**src/design/mbps_pkg.sv**
```systemverilog
// Shared types and constants for the masked byte pattern search block.
// No dependencies; every other file of the block imports this package.
`timescale 1ns / 1ps

package mbps_pkg;

  // Fixed field widths of the configuration and result channels.
  localparam int SIG_WORD_W      = 64;
  localparam int CARE_W          = 16;
  localparam int LEN_W           = 5;
  localparam int CFG_ADDR_W      = 5;
  localparam int CFG_DATA_W      = 64;
  localparam int RESULT_OFFSET_W = 32;

  // Register index taken from paddr[4:3].
  typedef enum logic [1:0] {
    REG_SIG_LOW  = 2'd0,
    REG_SIG_HIGH = 2'd1,
    REG_CARE     = 2'd2,
    REG_LENGTH   = 2'd3
  } cfg_reg_t;

  // One result item.
  typedef struct packed {
    logic                       found;
    logic [RESULT_OFFSET_W-1:0] offset;
  } result_t;

endpackage

```
**src/design/mbps_cfg.sv**
```systemverilog
// Configuration registers of the pattern search with the APB-style access port.
// Also presents the signature realigned to the window order. Depends on mbps_pkg.
`timescale 1ns / 1ps

module mbps_cfg #(
  parameter int MAX_SIGNATURE_LEN = 16
) (
  input  logic                               clk,
  input  logic                               rst,
  input  logic                               psel,
  input  logic                               penable,
  input  logic                               pwrite,
  input  logic [mbps_pkg::CFG_ADDR_W-1:0]    paddr,
  input  logic [mbps_pkg::CFG_DATA_W-1:0]    pwdata,
  output logic [mbps_pkg::CFG_DATA_W-1:0]    prdata,
  output logic                               pready,
  output logic [mbps_pkg::LEN_W-1:0]         len_eff,
  output logic [MAX_SIGNATURE_LEN*8-1:0]     win_sig,
  output logic [MAX_SIGNATURE_LEN-1:0]       win_care
);
  import mbps_pkg::*;

  localparam logic [LEN_W-1:0] MAX_LEN = LEN_W'(MAX_SIGNATURE_LEN);

  logic [SIG_WORD_W-1:0] signature_low;
  logic [SIG_WORD_W-1:0] signature_high;
  logic [CARE_W-1:0]     care_mask;
  logic [LEN_W-1:0]      signature_length;

  logic                    wr_en;
  cfg_reg_t                reg_sel;
  logic [2*SIG_WORD_W-1:0] sig_all;
  logic [LEN_W-1:0]        src_idx [MAX_SIGNATURE_LEN];

  assign pready  = 1'b1;
  assign reg_sel = cfg_reg_t'(paddr[4:3]);
  assign wr_en   = psel & penable & pwrite & pready;

  // Register writes at the access cycle of a write transfer.
  always_ff @(posedge clk) begin
    if (rst) begin
      signature_low    <= '0;
      signature_high   <= '0;
      care_mask        <= '1;
      signature_length <= LEN_W'(1);
    end else if (wr_en) begin
      case (reg_sel)
        REG_SIG_LOW:  signature_low    <= pwdata[SIG_WORD_W-1:0];
        REG_SIG_HIGH: signature_high   <= pwdata[SIG_WORD_W-1:0];
        REG_CARE:     care_mask        <= pwdata[CARE_W-1:0];
        REG_LENGTH:   signature_length <= pwdata[LEN_W-1:0];
        default:      ;
      endcase
    end
  end

  // Read data returns the addressed register.
  always_comb begin
    case (reg_sel)
      REG_SIG_LOW:  prdata = signature_low;
      REG_SIG_HIGH: prdata = signature_high;
      REG_CARE:     prdata = CFG_DATA_W'(care_mask);
      REG_LENGTH:   prdata = CFG_DATA_W'(signature_length);
      default:      prdata = '0;
    endcase
  end

  // A length of zero counts as one; lengths above the window clamp to it.
  always_comb begin
    if (signature_length == '0) begin
      len_eff = LEN_W'(1);
    end else if (signature_length > MAX_LEN) begin
      len_eff = MAX_LEN;
    end else begin
      len_eff = signature_length;
    end
  end

  assign sig_all = {signature_high, signature_low};

  // Window slot j holds the byte that must equal signature byte len-1-j.
  // Slots at or beyond the length are wildcards.
  always_comb begin
    for (int j = 0; j < MAX_SIGNATURE_LEN; j++) begin
      src_idx[j] = len_eff - LEN_W'(1) - LEN_W'(j);
      if (LEN_W'(j) < len_eff) begin
        win_care[j]       = care_mask[src_idx[j][3:0]];
        win_sig[j*8 +: 8] = sig_all[src_idx[j][3:0]*8 +: 8];
      end else begin
        win_care[j]       = 1'b0;
        win_sig[j*8 +: 8] = 8'h00;
      end
    end
  end

endmodule

```
**src/design/mbps_scan.sv**
```systemverilog
// Scan state of the pattern search: byte window, position counter, match flag,
// and the single-pass window compare. Depends on mbps_pkg.
`timescale 1ns / 1ps

module mbps_scan #(
  parameter int MAX_SIGNATURE_LEN = 16,
  parameter int OFFSET_WIDTH      = 32
) (
  input  logic                             clk,
  input  logic                             rst,
  input  logic                             in_valid,
  input  logic [7:0]                       in_byte,
  input  logic                             in_last,
  input  logic [mbps_pkg::LEN_W-1:0]       len_eff,
  input  logic [MAX_SIGNATURE_LEN*8-1:0]   win_sig,
  input  logic [MAX_SIGNATURE_LEN-1:0]     win_care,
  output logic                             res_valid,
  output mbps_pkg::result_t                res
);
  import mbps_pkg::*;

  logic [7:0]              byte_window [MAX_SIGNATURE_LEN];
  logic [7:0]              win_new     [MAX_SIGNATURE_LEN];
  logic [OFFSET_WIDTH-1:0] byte_position;
  logic                    match_seen;

  logic [MAX_SIGNATURE_LEN-1:0]    slot_ok;
  logic                            win_match;
  logic [OFFSET_WIDTH-1:0]         taken;
  logic [OFFSET_WIDTH-1:0]         len_ext;
  logic [OFFSET_WIDTH-1:0]         start_pos;
  logic [OFFSET_WIDTH+RESULT_OFFSET_W-1:0] start_ext;
  logic                            hit;

  // Window after this byte shifts in, newest byte in slot zero.
  always_comb begin
    win_new[0] = in_byte;
    for (int k = 1; k < MAX_SIGNATURE_LEN; k++) begin
      win_new[k] = byte_window[k-1];
    end
  end

  // Compare all slots in parallel against the realigned signature.
  always_comb begin
    for (int j = 0; j < MAX_SIGNATURE_LEN; j++) begin
      slot_ok[j] = !win_care[j] || (win_new[j] == win_sig[j*8 +: 8]);
    end
  end
  assign win_match = &slot_ok;

  // Bytes taken including this one, saturating at all ones.
  assign taken     = (&byte_position) ? byte_position : byte_position + OFFSET_WIDTH'(1);
  assign len_ext   = OFFSET_WIDTH'(len_eff);
  assign start_pos = taken - len_ext;
  assign start_ext = {{RESULT_OFFSET_W{1'b0}}, start_pos};
  assign hit       = !match_seen && (taken >= len_ext) && win_match;

  // A match reports its start; a region end without any match reports not found.
  always_comb begin
    res_valid  = in_valid && (hit || (in_last && !match_seen));
    res.found  = hit;
    res.offset = hit ? start_ext[RESULT_OFFSET_W-1:0] : '0;
  end

  // Scan state update; the region end returns everything to reset.
  always_ff @(posedge clk) begin
    if (rst) begin
      byte_position <= '0;
      match_seen    <= 1'b0;
      for (int k = 0; k < MAX_SIGNATURE_LEN; k++) begin
        byte_window[k] <= 8'h00;
      end
    end else if (in_valid) begin
      if (in_last) begin
        byte_position <= '0;
        match_seen    <= 1'b0;
        for (int k = 0; k < MAX_SIGNATURE_LEN; k++) begin
          byte_window[k] <= 8'h00;
        end
      end else begin
        byte_position <= taken;
        match_seen    <= match_seen | hit;
        for (int k = 0; k < MAX_SIGNATURE_LEN; k++) begin
          byte_window[k] <= win_new[k];
        end
      end
    end
  end

  // Not-found results only come at the end of a region.
  a_notfound_at_end: assert property (@(posedge clk) disable iff (rst)
    (res_valid && !res.found) |-> in_last)
    else $error("not-found result away from region end");

  // After a found result inside a region, the next cycle carries no result.
  a_silent_after_found: assert property (@(posedge clk) disable iff (rst)
    (res_valid && res.found && !in_last) |=> !res_valid)
    else $error("result after a reported match in the same region");

  // A reported match implies at least one byte was counted.
  a_seen_has_position: assert property (@(posedge clk) disable iff (rst)
    match_seen |-> (byte_position != '0))
    else $error("match flag set with empty position");

endmodule

```
**src/design/mbps_out_buf.sv**
```systemverilog
// Output register with a skid stage for the result stream.
// Depends on mbps_pkg for the result type.
`timescale 1ns / 1ps

module mbps_out_buf (
  input  logic              clk,
  input  logic              rst,
  input  logic              in_valid,
  input  mbps_pkg::result_t in_data,
  output logic              can_accept,
  output logic              out_valid,
  output mbps_pkg::result_t out_data,
  input  logic              out_ready
);
  import mbps_pkg::*;

  logic    skid_valid;
  result_t skid_data;
  logic    main_free;

  // The main slot can load when empty or when its transfer completes.
  assign main_free  = !out_valid || out_ready;
  assign can_accept = !skid_valid;

  always_ff @(posedge clk) begin
    if (rst) begin
      out_valid  <= 1'b0;
      skid_valid <= 1'b0;
    end else if (main_free) begin
      if (skid_valid) begin
        out_valid  <= 1'b1;
        skid_valid <= 1'b0;
      end else begin
        out_valid <= in_valid;
      end
    end else if (in_valid) begin
      skid_valid <= 1'b1;
    end
  end

  // Payload registers follow the same selection without reset.
  always_ff @(posedge clk) begin
    if (main_free) begin
      out_data <= skid_valid ? skid_data : in_data;
    end else if (in_valid) begin
      skid_data <= in_data;
    end
  end

  // The skid stage is only ever filled behind a held main slot.
  a_skid_behind_main: assert property (@(posedge clk) disable iff (rst)
    skid_valid |-> out_valid)
    else $error("skid stage full with empty output register");

  // No new result arrives while the skid stage is full.
  a_no_overflow: assert property (@(posedge clk) disable iff (rst)
    !(skid_valid && in_valid))
    else $error("result arrived with both stages full");

  // A drained main slot is refilled from the skid stage.
  a_skid_refill: assert property (@(posedge clk) disable iff (rst)
    (skid_valid && out_ready) |=> (out_valid && !skid_valid))
    else $error("skid stage not moved into output register");

endmodule

```
**src/design/masked_byte_pattern_search.sv**
```systemverilog
// Masked byte pattern search: finds the first masked signature match in a byte stream.
// Results are registered: each goes into the output register, or into the skid stage while that is held.
// Throughput: one byte per cycle while s_tready is high; the 16-slot window compare is a single combinational pass.
// A skid stage holds a second result while the first waits on m_tready; input stalls then.
// Reset (rst, synchronous): scan state and output stages clear, registers take defaults.
// Depends on mbps_pkg, mbps_cfg, mbps_scan and mbps_out_buf.
`timescale 1ns / 1ps

module masked_byte_pattern_search #(
  parameter int MAX_SIGNATURE_LEN = 16,
  parameter int OFFSET_WIDTH      = 32
) (
  input  logic                                     clk,
  input  logic                                     rst,
  // Input byte stream.
  input  logic                                     s_tvalid,
  output logic                                     s_tready,
  input  logic [7:0]                               s_tdata,   // [7:0] data_byte
  input  logic                                     s_tlast,   // last_byte
  // Result stream.
  output logic                                     m_tvalid,
  input  logic                                     m_tready,
  output logic [mbps_pkg::RESULT_OFFSET_W-1:0]     m_tdata,   // [31:0] match_offset
  output logic                                     m_tuser,   // [0] found
  // Configuration port.
  input  logic                                     psel,
  input  logic                                     penable,
  input  logic                                     pwrite,
  input  logic [mbps_pkg::CFG_ADDR_W-1:0]          paddr,
  input  logic [mbps_pkg::CFG_DATA_W-1:0]          pwdata,
  output logic [mbps_pkg::CFG_DATA_W-1:0]          prdata,
  output logic                                     pready
);
  import mbps_pkg::*;

  logic [LEN_W-1:0]               len_eff;
  logic [MAX_SIGNATURE_LEN*8-1:0] win_sig;
  logic [MAX_SIGNATURE_LEN-1:0]   win_care;
  logic                           in_accept;
  logic                           res_valid;
  result_t                        res;
  result_t                        out_data;
  logic                           can_accept;

  assign s_tready  = can_accept;
  assign in_accept = s_tvalid & s_tready;

  // Configuration registers and signature alignment.
  mbps_cfg #(
    .MAX_SIGNATURE_LEN(MAX_SIGNATURE_LEN)
  ) u_cfg (
    .clk      (clk),
    .rst      (rst),
    .psel     (psel),
    .penable  (penable),
    .pwrite   (pwrite),
    .paddr    (paddr),
    .pwdata   (pwdata),
    .prdata   (prdata),
    .pready   (pready),
    .len_eff  (len_eff),
    .win_sig  (win_sig),
    .win_care (win_care)
  );

  // Window, position and compare.
  mbps_scan #(
    .MAX_SIGNATURE_LEN(MAX_SIGNATURE_LEN),
    .OFFSET_WIDTH     (OFFSET_WIDTH)
  ) u_scan (
    .clk       (clk),
    .rst       (rst),
    .in_valid  (in_accept),
    .in_byte   (s_tdata),
    .in_last   (s_tlast),
    .len_eff   (len_eff),
    .win_sig   (win_sig),
    .win_care  (win_care),
    .res_valid (res_valid),
    .res       (res)
  );

  // Result register and skid stage.
  mbps_out_buf u_out_buf (
    .clk        (clk),
    .rst        (rst),
    .in_valid   (res_valid),
    .in_data    (res),
    .can_accept (can_accept),
    .out_valid  (m_tvalid),
    .out_data   (out_data),
    .out_ready  (m_tready)
  );

  assign m_tdata = out_data.offset;
  assign m_tuser = out_data.found;

endmodule
```
**config.mk**
```make
export PLATFORM = sky130hd
export DESIGN_NAME = masked_byte_pattern_search
export DESIGN_NICKNAME = d
export VERILOG_FILES = /design/src/design/mbps_pkg.sv /design/src/design/mbps_cfg.sv /design/src/design/mbps_scan.sv /design/src/design/mbps_out_buf.sv /design/src/design/masked_byte_pattern_search.sv
export SDC_FILE = /design/constraint.sdc
export NUM_CORES = 1
export LEC_CHECK = 0
export ABC_AREA = 1
export BUFFER_PORTS_ARGS = -buffer_cell sky130_fd_sc_hd__buf_2
export CELL_PAD_IN_SITES_DETAIL_PLACEMENT = 0
export CELL_PAD_IN_SITES_GLOBAL_PLACEMENT = 2
export CORE_AREA = 10 10 287 289
export CTS_BUF_LIST = sky130_fd_sc_hd__clkbuf_4 sky130_fd_sc_hd__clkbuf_8 sky130_fd_sc_hd__clkbuf_16
export DETAILED_ROUTE_END_ITERATION = 6
export DIE_AREA = 0 0 297 299
export PLACE_DENSITY_LB_ADDON = 0.1
export SLEW_MARGIN = 20
export SYNTH_ARGS = -nofsm -noshare
export SYNTH_HDL_FRONTEND = slang
export SYNTH_SLANG_ARGS = --single-unit
```
**constraint.sdc**
```tcl
create_clock -name clk -period 7.2 [get_ports clk]
set_input_delay 0.72 -clock clk [delete_from_list [all_inputs] [get_ports clk]]
set_output_delay 0.72 -clock clk [all_outputs]
set_load 0.05 [all_outputs]
```
**After elaboration in Yosys (flattened, before gate mapping)**

Memories as Yosys holds them, arrays and structs flattened.
Cells that the tools add are included.

- $add $sub $neg: 18
- Order comparisons: 34
- Eq/ne operators: 19
- Shift-type cells: 16
- Multiplexer cells: 115
- Bitwise gates (word level): 37
- Reduce and logical (&&, ||, !) cells: 51

Operators by type and width:

| cell | count |
|---|---|
| variable part select 128 x 8 -> 8 bit | 16 |
| two-way mux 8 bit | 48 |
| case mux 64 bit (4 select lines) | 1 |
| == test 8 bit | 16 |
| two-way mux 32 bit | 3 |
| < comparator 4 x 5 -> 1 bit (second input constant) | 16 |
| binary-select mux 1 bit (select 4 bit) | 16 |
| two-way mux 1 bit | 44 |
| < comparator 4 x 5 -> 1 bit (first input constant) | 8 |
| two-way mux 33 bit | 1 |
| OR 1 bit | 33 |
| adder 32 x 1 -> 32 bit (second input constant) | 1 |
| >= comparator 32 x 5 -> 1 bit | 1 |
| AND reduction 32 bit | 1 |
| subtractor 32 x 5 -> 32 bit | 1 |
| subtractor 4 bit (second input constant) | 8 |
| < comparator 3 x 5 -> 1 bit (first input constant) | 4 |
| logical NOT 1 bit | 19 |
| logical OR 1 bit | 18 |
| AND reduction 16 bit | 1 |
| subtractor 4 x 3 -> 4 bit (second input constant) | 4 |
| < comparator 1 x 5 -> 1 bit (first input constant) | 2 |
| < comparator 2 x 5 -> 1 bit (first input constant) | 2 |
| two-way mux 5 bit | 2 |
| 12 further kinds | 24 |

- Flip-flop bits (word level): 250
- Bits in writable memories: 128
- Input port bits: 85
- Word-level logic and storage cells: 303
- Memories kept: 1

Memories:

| memory | words | width | read ports | clocked after memory_dff | wr ports | RTL line | RTL |
|---|---|---|---|---|---|---|---|
| u_scan.byte_window | 16 | 8 | 15 | 0 | 16 | mbps_scan.sv:22 | `logic [7:0] byte_window [MAX_SIGNATURE_LEN];` |

**Longest topological paths before layout**

Gate-level depths: netlist of run 1.

- Depth after elaboration: 15
- Mapped depth: 37
- Depth with buffers taken out: 33

**Cells and area by module**

From an unflattened synthesis of run 1, not the netlist that was laid out.

- Cells, all modules: 4357
- Area total of the unflattened synthesis: 27461.3 sq um

Modules (own cells, without submodules):

| module | instances | cells each | area each (sq um) | seq. area each (sq um) |
|---|---|---|---|---|
| mbps_cfg | 1 | 2873 | 15104.5 | 2982.9 |
| mbps_scan | 1 | 1297 | 9768.1 | 4184.0 |
| mbps_out_buf | 1 | 185 | 2581.2 | 2021.9 |
| masked_byte_pattern_search | 1 | 2 | 7.5 | 0.0 |

**Worst setup path before layout of run 1**

OpenSTA, ideal clock, no wires.

- Kind: reg-to-reg
- Start point: register u_cfg.signature_length[4]
- End point: register u_out_buf.skid_data[0] (netlist bit), enable pin
- Arrival time: 5886 ps
- Slack: 880 ps
- Cell stages (with the launch flop): 31
- Buffers on the path: 9
- Path through: dfxtp_1 -> buf_2 -> nor2_2 -> inv_2 -> buf_2 -> buf_2 -> buf_1 -> ha_1 -> buf_2 -> clkinv_1 -> clkbuf_1 -> clkbuf_1 -> ha_1 -> inv_1 -> nand2_1 -> buf_2 -> buf_2 -> nand3_1 -> nand3_1 -> nand4_1 -> nand2_1 -> nand2_1 -> nor2_1 -> nand2_1 -> nand2_1 -> nand2_1 -> nor2_1 -> nand2_1 -> nor2_2 -> nand3_1 -> a21oi_1

- Cells in the longest elaborated chain, start to end: 15
- Elaborated cells on any way between the ends: 171

Ends and longest elaborated chain:

| element | RTL line | RTL |
|---|---|---|
| from (decl) | mbps_cfg.sv:28 | `logic [LEN_W-1:0] signature_length;` |
| from (signal assigned) | mbps_cfg.sv:51 | `REG_LENGTH: signature_length <= pwdata[LEN_W-1:0];` |
| greater-than comparator 5 bit | mbps_cfg.sv:72 | `end else if (signature_length > MAX_LEN) begin` |
| two-way mux 5 bit | mbps_cfg.sv:72 |  |
| two-way mux 5 bit * | mbps_cfg.sv:70 | `if (signature_length == '0) begin` |
| branches (longest 8 deep; another with subtractor 4 x 1 -> 4 bit) | n/a |  |
| logical AND 1 bit * | mbps_scan.sv:56 | `assign hit = !match_seen && (taken >= len_ext) && win_match;` |
| logical OR 1 bit * | mbps_scan.sv:60 | `res_valid = in_valid && (hit \|\| (in_last && !match_seen));` |
| logical AND 1 bit * | mbps_scan.sv:60 |  |
| AND reduction 2 bit (no source line) * | n/a |  |
| to (signal assigned) | mbps_out_buf.sv:46 | `skid_data <= in_data;` |
| to (decl) | mbps_out_buf.sv:18 | `result_t skid_data;` |

Every way passes the cells marked *. The select of a mux whose other input is x is not followed.
A chain may end at the register's enable or synchronous reset.

==> implementation parameters, run 1 <==
Parameter                              Value

Synthesis
  Cell variety after synth    44
  Yosys Warn Count    0
  Average cell area after synthesis    approximately 6.4 sq um
  Count of state elements after synthesis    370
  Area fraction of the dominant cell type after synthesis    between 20% and 30%
  Netlist Area Pre-Place    between 20000 and 30000 sq um
  Primary flip-flop cell chosen by synthesis mapping    sky130_fd_sc_hd__dfxtp_1
  Number of enable-type register cells in the synthesized netlist    ~180
  Yosys top cell by area    sky130_fd_sc_hd__edfxtp_1
  FFs w/ async S/R, synth    0%
  Synth top area cells    sky130_fd_sc_hd__edfxtp_1 21%, sky130_fd_sc_hd__nand2_1 19%, sky130_fd_sc_hd__dfxtp_1 15%
  Sequential-to-total area share from yosys stat    about 36%
  Synthesized netlist net count    4120
  Cells after synthesis    4018

Cells and area
  Total area of multi-input combinational cells    about 14000 sq um
  Fraction of layout instances using a drive strength above 1    under 10%
  Layout fillers    about 8500
  Commonest cells after routing, fill and taps aside    1295 x sky130_fd_sc_hd__nand2_1, 653 x sky130_fd_sc_hd__nand3_1, 353 x sky130_fd_sc_hd__inv_1, 248 x sky130_fd_sc_hd__nor2_1, 211 x sky130_fd_sc_hd__o21ai_0
  Final design area excluding fillers    ~29000 sq um
  Layout overhead on the synthesized area    12.8%
  Number of standard cells in the layout, taps in and fillers out    between 5000 and 6000
  Most common cell after layout, fill and taps aside    sky130_fd_sc_hd__nand2_1
  Post-layout net count    ~4200
  Sequential cell area    ~9000 sq um

Power
  Portion of total power attributed to combinational logic    between 20% and 30%
  Net load switching power    around 2100 uW
  Leakage power    between 0.01 and 0.015 uW
  Portion of total power attributed to the clock network    between 40% and 50%
  Internal power of the cells    4150 uW
  Sw frac    33.9%
  Total power per unit cell area    between 200 and 250 nW/um^2
  Seq pwr share    37.3%
  IR Drop Worst-Case VDD    approximately 0.17 mV

Global route
  Pin count of the biggest net entering global routing    between 200 and 250
  Remaining global-route overflow    0
  Initial antenna violation count    1
  Number of global-route vias before repair    between 20000 and 30000
  GR Util All Layers    around 29%
  Global-route wire length before repair    roughly 190000 um

Placement
  Worst setup slack before clock tree synthesis    around 1300 ps
  Post-place instance area    27500 sq um
  Final HPWL from detailed placement    102000 um
  Count of buffers from port buffering    180
  Weighted congestion reported at the end of routability-driven placement    0.991
  Dpl cells    a little over 5000

Clocking
  Clock transition time at the flip-flop clock pins of the worst setup and hold paths    ~60 ps
  CTS H-tree lvls    2
  Clock insertion delay at the later pin of the skew report    a little over 600 ps
  Number of sinks on the clock net    between 300 and 400
  Number of setup buffers added after CTS    0
  Post-CTS sizing    0
  Buffers from clock root to sink, at most    3
  CTS hold repair buffers    0
  Cell at the root of the clock tree    sky130_fd_sc_hd__clkbuf_16
  CTS tree    yes
  Number of buffers created by CTS    47

STA
  Endpoints failing setup    0
  Tightest slew margin relative to the limit    between 20% and 30%
  Endpoints failing hold    0
  Worst hold slack    around 360 ps
  Final Cycle Share    a little over four fifths
  Maximum operating frequency    around 0.16 GHz
  Post-route clock skew    ~27 ps
  Slew at the pin with the worst max-slew slack    approximately 1200 ps
  Post-layout minimum cycle time    roughly 6100 ps
  RSZ-0062 raised after global routing    false
  Setup TNS    0 ps
  Max Slew Vio Count    0
  Final setup margin    between 1000 and 1500 ps

Drt
  Routed vias    28200
  Number of iterations in the first detailed-routing pass    7
  Remaining routing DRC violations    6
  Remaining number of nets flagged by the antenna check after routing    0
  DR vias/cell    roughly 5.5
  Sum of routed wire length over all layers    between 100000 and 150000 um
  Starting DRT DRC Count    3549
  Mean routed wirelength per cell    around 26 um

Floorplanning
  Die X-Extent    297 um
  DIE AREA    88800 sq um
  FP Rows    102
  I/O Pins    between 150 and 200
  Effective utilization at floorplan    33.6%
  Placeable core area    ~77000 sq um
  Die Span Y    299 um

Worst setup path
  Max stage delay cell, worst path    sky130_fd_sc_hd__dfxtp_1
  Start-to-end type of the worst setup path    flop to flop
  Largest driver fanout on the critical path    24
  CP arrival    roughly 6600 ps
  Setup crit end kind    flop
  Crit path largest cell delay    710 ps
  Cell repeated most along the worst path    sky130_fd_sc_hd__nand2_1
  Category of the worst setup path launch point    flop
  Worst EP required    7660 ps

Outcome
  Result of the run    complete, but fails checks
  Failing checks    DRC

Hold path
  Hold WC Path Type    primary input to flop

Flow run
  Max-cap viol count    0
[worst max-delay path, delay by kind of cell, from the launching register on]
| kind | cells | cell delay (ps) |
|---|---|---|
| AND/OR/NAND/NOR | 21 | 3120 |
| buffers and inverters | 4 | 1270 |
| adder cells (fa/ha/maj) | 2 | 790 |
| flip-flops | 1 | 710 |
[area by class of cell]
| class | count | share of cell area [%] |
|---|---|---|
| diodes | 1 | 0.00859 |
| multi-input cells | 3049 | 49.1 |
| inverters | 374 | 4.84 |
| clock buffers | 66 | 4.74 |
| flip-flops and latches | 370 | 31.6 |
| repair buffers | 227 | 4.48 |
| clock inverters | 17 | 0.829 |
| well taps | 1040 | 4.47 |
[state kept, by name, summed over array words and instances, names as in the netlist]
register / count
u_cfg.signature_length: 5
u_cfg.care_mask: 16
u_scan.byte_window: 120
u_out_buf.skid_data: 33
u_out_buf.out_data: 33
u_scan.byte_position: 32
u_scan.match_seen: 1
u_cfg.signature_high: 64
u_out_buf.out_valid: 1
u_cfg.signature_low: 64
u_out_buf.skid_valid: 1
[power groups by stage]
stage	registers (uW)	logic, uW	clock network [uW]
after detailed placement	2390	1350	0
final	2340	1390	2550
after global placement	2390	1350	0
after CTS	2340	1360	2590
after floorplan	2450	776	0
after global routing	2350	1480	2670
[worst paths after layout]
path                            cells past startpoint                                    end                              startpoint  slack (ps)
worst min register to register                      2  u_scan.byte_position[17]$_SDFFE_PP0P_   u_scan.byte_position[17]$_SDFFE_PP0P_         470
worst max register to register                     27       u_out_buf.out_data[25]$_DFFE_PP_  u_cfg.signature_length[3]$_SDFFE_PP0P_        1100
worst max-delay path                               27       u_out_buf.out_data[25]$_DFFE_PP_  u_cfg.signature_length[3]$_SDFFE_PP0P_        1100
worst min-delay path                                3  u_cfg.signature_high[25]$_SDFFE_PP0P_                              pwdata[25]         360
[logic make-up (layout without fill, tap and decap cells)]
kind of cell | Yosys count | count (layout) | synth area share [%]
compound gates | 540 | 540 | 11.3
simple gates | 2409 | 2409 | 40.3
fa+ha+maj | 17 | 17 | 0.853
mux | 1 | 1 | 0.0388
buf+inv | 599 | 684 | 9.23
other cells | 1 | 2 | 0.0145
xor+xnor | 81 | 81 | 2.75
flops | 370 | 370 | 35.6
[routing by layer]
layer / up-vias / global-route usage, % / share of wire (%)
li1: 13400 / - / -
met1: 13500 / 41.8 / 47
met2: 1069 / 42.2 / 42
met3: 165 / 5.38 / 7.9
met4: 0 / 9.56 / 3.6
met5: - / 0 / 0
[through the flow]
| stage | total power [uW] | util [%] |
|---|---|---|
| global route | 6510 | 38.0 |
| floorplan | 3220 | - |
| global placement | 3740 | 35.8 |
| CTS | 6280 | 38.0 |
| finish | 6270 | 38.0 |
| detailed placement | 3740 | 35.8 |
[cell usage after synthesis, drive strengths merged, types with 2 or more instances]
cell    instances
o211ai         26
dfxtp         192
inv           364
xnor2          16
nand2        1315
o221ai          9
nand4         103
a21oi         183
o21ai         259
o22ai          54
edfxtp        178
a31oi           2
ha             16
a22o            2
or2             7
nand3b          4
clkinv         10
and2            4
nor4            7
xor2           65
clkbuf        140
buf            85
nor2          283
a211oi          3
nand3         656
nor3           29
(Power assumes the default switching activity.)
==> run 2, diff against run 1 <==
Settings changed: ABC_AREA 1 to 0, CORE_AREA 10 10 287 289 to 10 10 271 273, DIE_AREA 0 0 297 299 to 0 0 281 283.
Clock period 7.2 ns to 6.1 ns, I/O delays scaled along.
==> implementation parameters, run 2 <==
Parameter                              Value

Outcome
  Result of the run    finished clean

Worst setup path
  Path depth of the worst reg2reg path    17
  Category of the worst setup path launch point    flop
  Setup crit end kind    flop
  Start-to-end type of the worst setup path    flop to flop
  CP arrival    a little over 6000 ps
  Largest driver fanout on the critical path    28
  Worst EP required    between 6000 and 7000 ps

Cells and area
  Largest registers    u_scan.byte_window x120, u_cfg.signature_high x64, u_cfg.signature_low x64
  Layout fillers    around 6800
  Final design area excluding fillers    around 30000 sq um
  Layout overhead on the synthesized area    14.8%
  Number of antenna diodes    0
  Fraction of layout instances using a drive strength above 1    about a fifth
  Commonest cells after routing, fill and taps aside    448 x sky130_fd_sc_hd__nand2_1, 237 x sky130_fd_sc_hd__nor2_1, 209 x sky130_fd_sc_hd__mux2i_1, 205 x sky130_fd_sc_hd__a21oi_1, 188 x sky130_fd_sc_hd__dfxtp_1
  Most flop-heavy register    u_scan.byte_window
  Most common cell after layout, fill and taps aside    sky130_fd_sc_hd__nand2_1
  Post-layout net count    ~3200
  Max FFs per register    120
  Number of standard cells in the layout, taps in and fillers out    around 4000

Power
  Portion of total power attributed to combinational logic    between 10% and 20%
  IR Drop Worst-Case VDD    roughly 0.23 mV
  Portion of total power attributed to the clock network    roughly 44%
  Total power per unit cell area    between 200 and 250 nW/um^2
  Sw frac    approximately 28%
  Seq pwr share    ~43%
  Leakage power    around 0.011 uW
  Internal power of the cells    between 4000 and 5000 uW
  Net load switching power    around 1800 uW

Synthesis
  Sequential-to-total area share from yosys stat    a little over a third
  Netlist Area Pre-Place    roughly 26000 sq um
  Yosys Warn Count    0
  Synth top area cells    sky130_fd_sc_hd__edfxtp_1 20%, sky130_fd_sc_hd__dfxtp_1 15%, sky130_fd_sc_hd__mux4_2 9.1%
  Area fraction of the dominant cell type after synthesis    about a fifth
  Synthesized netlist net count    slightly above 3000
  FFs w/ async S/R, synth    0%
  Number of enable-type register cells in the synthesized netlist    approximately 180
  Primary flip-flop cell chosen by synthesis mapping    sky130_fd_sc_hd__dfxtp_1
  Cell variety after synth    86
  Count of state elements after synthesis    370
  Cells after synthesis    2933
  Yosys top cell by area    sky130_fd_sc_hd__edfxtp_1
  Most used standard cell by instance count after synthesis    sky130_fd_sc_hd__nand2_1
  Average cell area after synthesis    roughly 8.9 sq um
  Most common library cells after synthesis    449 x sky130_fd_sc_hd__nand2_1, 237 x sky130_fd_sc_hd__nor2_1, 210 x sky130_fd_sc_hd__mux2i_1

STA
  Final Cycle Share    96.3%
  Endpoints failing hold    0
  Post-layout minimum cycle time    about 6000 ps
  Endpoints failing setup    0
  Slew at the pin with the worst max-slew slack    roughly 1200 ps
  Max Slew Vio Count    0
  Tightest slew margin relative to the limit    between 20% and 30%
  Maximum operating frequency    between 0.15 and 0.2 GHz
  RSZ-0062 raised after global routing    false
  Final setup margin    225 ps
  Post-route clock skew    about 28 ps

Clocking
  Number of sinks on the clock net    between 300 and 400
  Cell at the root of the clock tree    sky130_fd_sc_hd__clkbuf_16
  Buffers from clock root to sink, at most    3
  CTS H-tree lvls    2
  CTS hold repair buffers    0
  Number of buffers created by CTS    46
  Clock transition time at the flip-flop clock pins of the worst setup and hold paths    around 60 ps
  Clock insertion delay at the later pin of the skew report    600 ps
  CTS tree    yes

Flow run
  Max-cap viol count    0

Hold path
  Cell depth of the worst hold path    3
  Hold WC Path Type    primary input to flop

Drt
  Wire length on met2    between 50000 and 60000 um
  Sum of routed wire length over all layers    120000 um
  Mean routed wirelength per cell    ~30 um
  Starting DRT DRC Count    2686
  DR vias/cell    between 6 and 7
  WL met3    roughly 9000 um
  Remaining routing DRC violations    0
  Remaining number of nets flagged by the antenna check after routing    0
  Number of iterations in the first detailed-routing pass    6
  Routed vias    24800
  Highest signal layer in the routed design    met4
  Wire length on met1    51100 um

Global route
  Global-route wire length before repair    between 150000 and 200000 um
  Number of global-route vias before repair    between 20000 and 25000
  Remaining global-route overflow    0
  GR Util All Layers    between 20% and 30%
  Pin count of the biggest net entering global routing    110
  Initial antenna violation count    0

Placement
  Final HPWL from detailed placement    92600 um
  Weighted congestion reported at the end of routability-driven placement    a little over 1
  Dpl cells    3894
  Worst setup slack before clock tree synthesis    ~320 ps
  Post-place instance area    ~28000 sq um
  Count of buffers from port buffering    180

Floorplanning
  I/O Pins    185
  Effective utilization at floorplan    38.4%
  FP Rows    96
  Placeable core area    68100 sq um
  DIE AREA    ~80000 sq um
  Die Span Y    283 um
  Die X-Extent    roughly 280 um
==> run 2: critical path, stage by stage (launching register included) <==
cell and delay, ps:
sky130_fd_sc_hd__dfxtp_2 350, sky130_fd_sc_hd__or4_4 620, sky130_fd_sc_hd__nand2_8 120, sky130_fd_sc_hd__inv_8 40, sky130_fd_sc_hd__ha_4 270, sky130_fd_sc_hd__inv_2 370, sky130_fd_sc_hd__ha_1 350, sky130_fd_sc_hd__or3_1 220
sky130_fd_sc_hd__and2_1 580, sky130_fd_sc_hd__mux4_2 620, sky130_fd_sc_hd__nor4bb_1 280, sky130_fd_sc_hd__a31oi_1 70, sky130_fd_sc_hd__o32ai_1 180, sky130_fd_sc_hd__a31oi_1 270, sky130_fd_sc_hd__a311oi_2 320, sky130_fd_sc_hd__nand3_2 260
sky130_fd_sc_hd__a211oi_4 360, sky130_fd_sc_hd__buf_12 250
==> run 2: layer usage <==
| layer | global-route usage, % | up-vias |
|---|---|---|
| li1 | - | 11100 |
| met1 | 39.3 | 12400 |
| met2 | 46.3 | 1075 |
| met3 | 4.89 | 189 |
| met4 | 10.7 | 0 |
| met5 | 0 | - |
==> run 2: repair_timing <==
action / in CTS / in global routing
buffers inserted: 0 / 0
setup endpoints to repair: 0 / 54
gates resized for setup: 0 / 2
==> run 2: metrics by stage <==
step	total power [uW]	TNS [ps]	hold slack, ps	utilization [%]
6_report	6480	0	263	44.1
5_1_grt	6680	0	264	44.1
4_1_cts	6520	0	243	44.1
3_5_place_dp	3660	0	502	41.8
3_3_place_gp	3650	0	491	41.8
2_1_floorplan	3320	-5120	450	-
==> run 2: final cells by class <==
type | count | area [sq um] | area share, %
multi-input cells | 2242 | 15900 | 53.0
flip-flops and latches | 370 | 9200 | 30.6
repair buffers | 302 | 1890 | 6.29
clock buffers | 64 | 1320 | 4.38
well taps | 882 | 1100 | 3.67
inverters | 98 | 375 | 1.25
clock inverters | 19 | 244 | 0.812
==> run 2: path summary, 6_finish.rpt <==
kind	endpoint	from	slack, ps
setup / recovery	u_out_buf.skid_data[17]$_DFFE_PP_	u_cfg.signature_length[1]$_SDFFE_PP0P_	220
hold / removal	u_cfg.signature_low[27]$_SDFFE_PP0P_	pwdata[27]	260
setup reg to reg	u_out_buf.skid_data[17]$_DFFE_PP_	u_cfg.signature_length[1]$_SDFFE_PP0P_	220
hold reg to reg	u_cfg.signature_high[33]$_SDFFE_PP0P_	u_cfg.signature_high[33]$_SDFFE_PP0P_	510
==> run 2: cells by family after synthesis <==
logic type	after synthesis	synth area share, %
AO/OA/AOI/OAI	663	16.9
XOR/XNOR	168	5.62
adder cells (fa/ha/maj)	17	0.841
buffers and inverters	321	4.83
flip-flops	370	35.1
multiplexers	329	17.7
other	1	0.0143
AND/OR/NAND/NOR	1064	19.0
==> run 2: power groups by stage <==
| stage | sequential [uW] | combinational, uW | clock [uW] |
|---|---|---|---|
| after floorplan | 2830 | 489 | 0 |
| after global placement | 2860 | 795 | 0 |
| after detailed placement | 2860 | 800 | 0 |
| after CTS | 2800 | 802 | 2910 |
| after global routing | 2810 | 857 | 3010 |
| final | 2810 | 806 | 2860 |
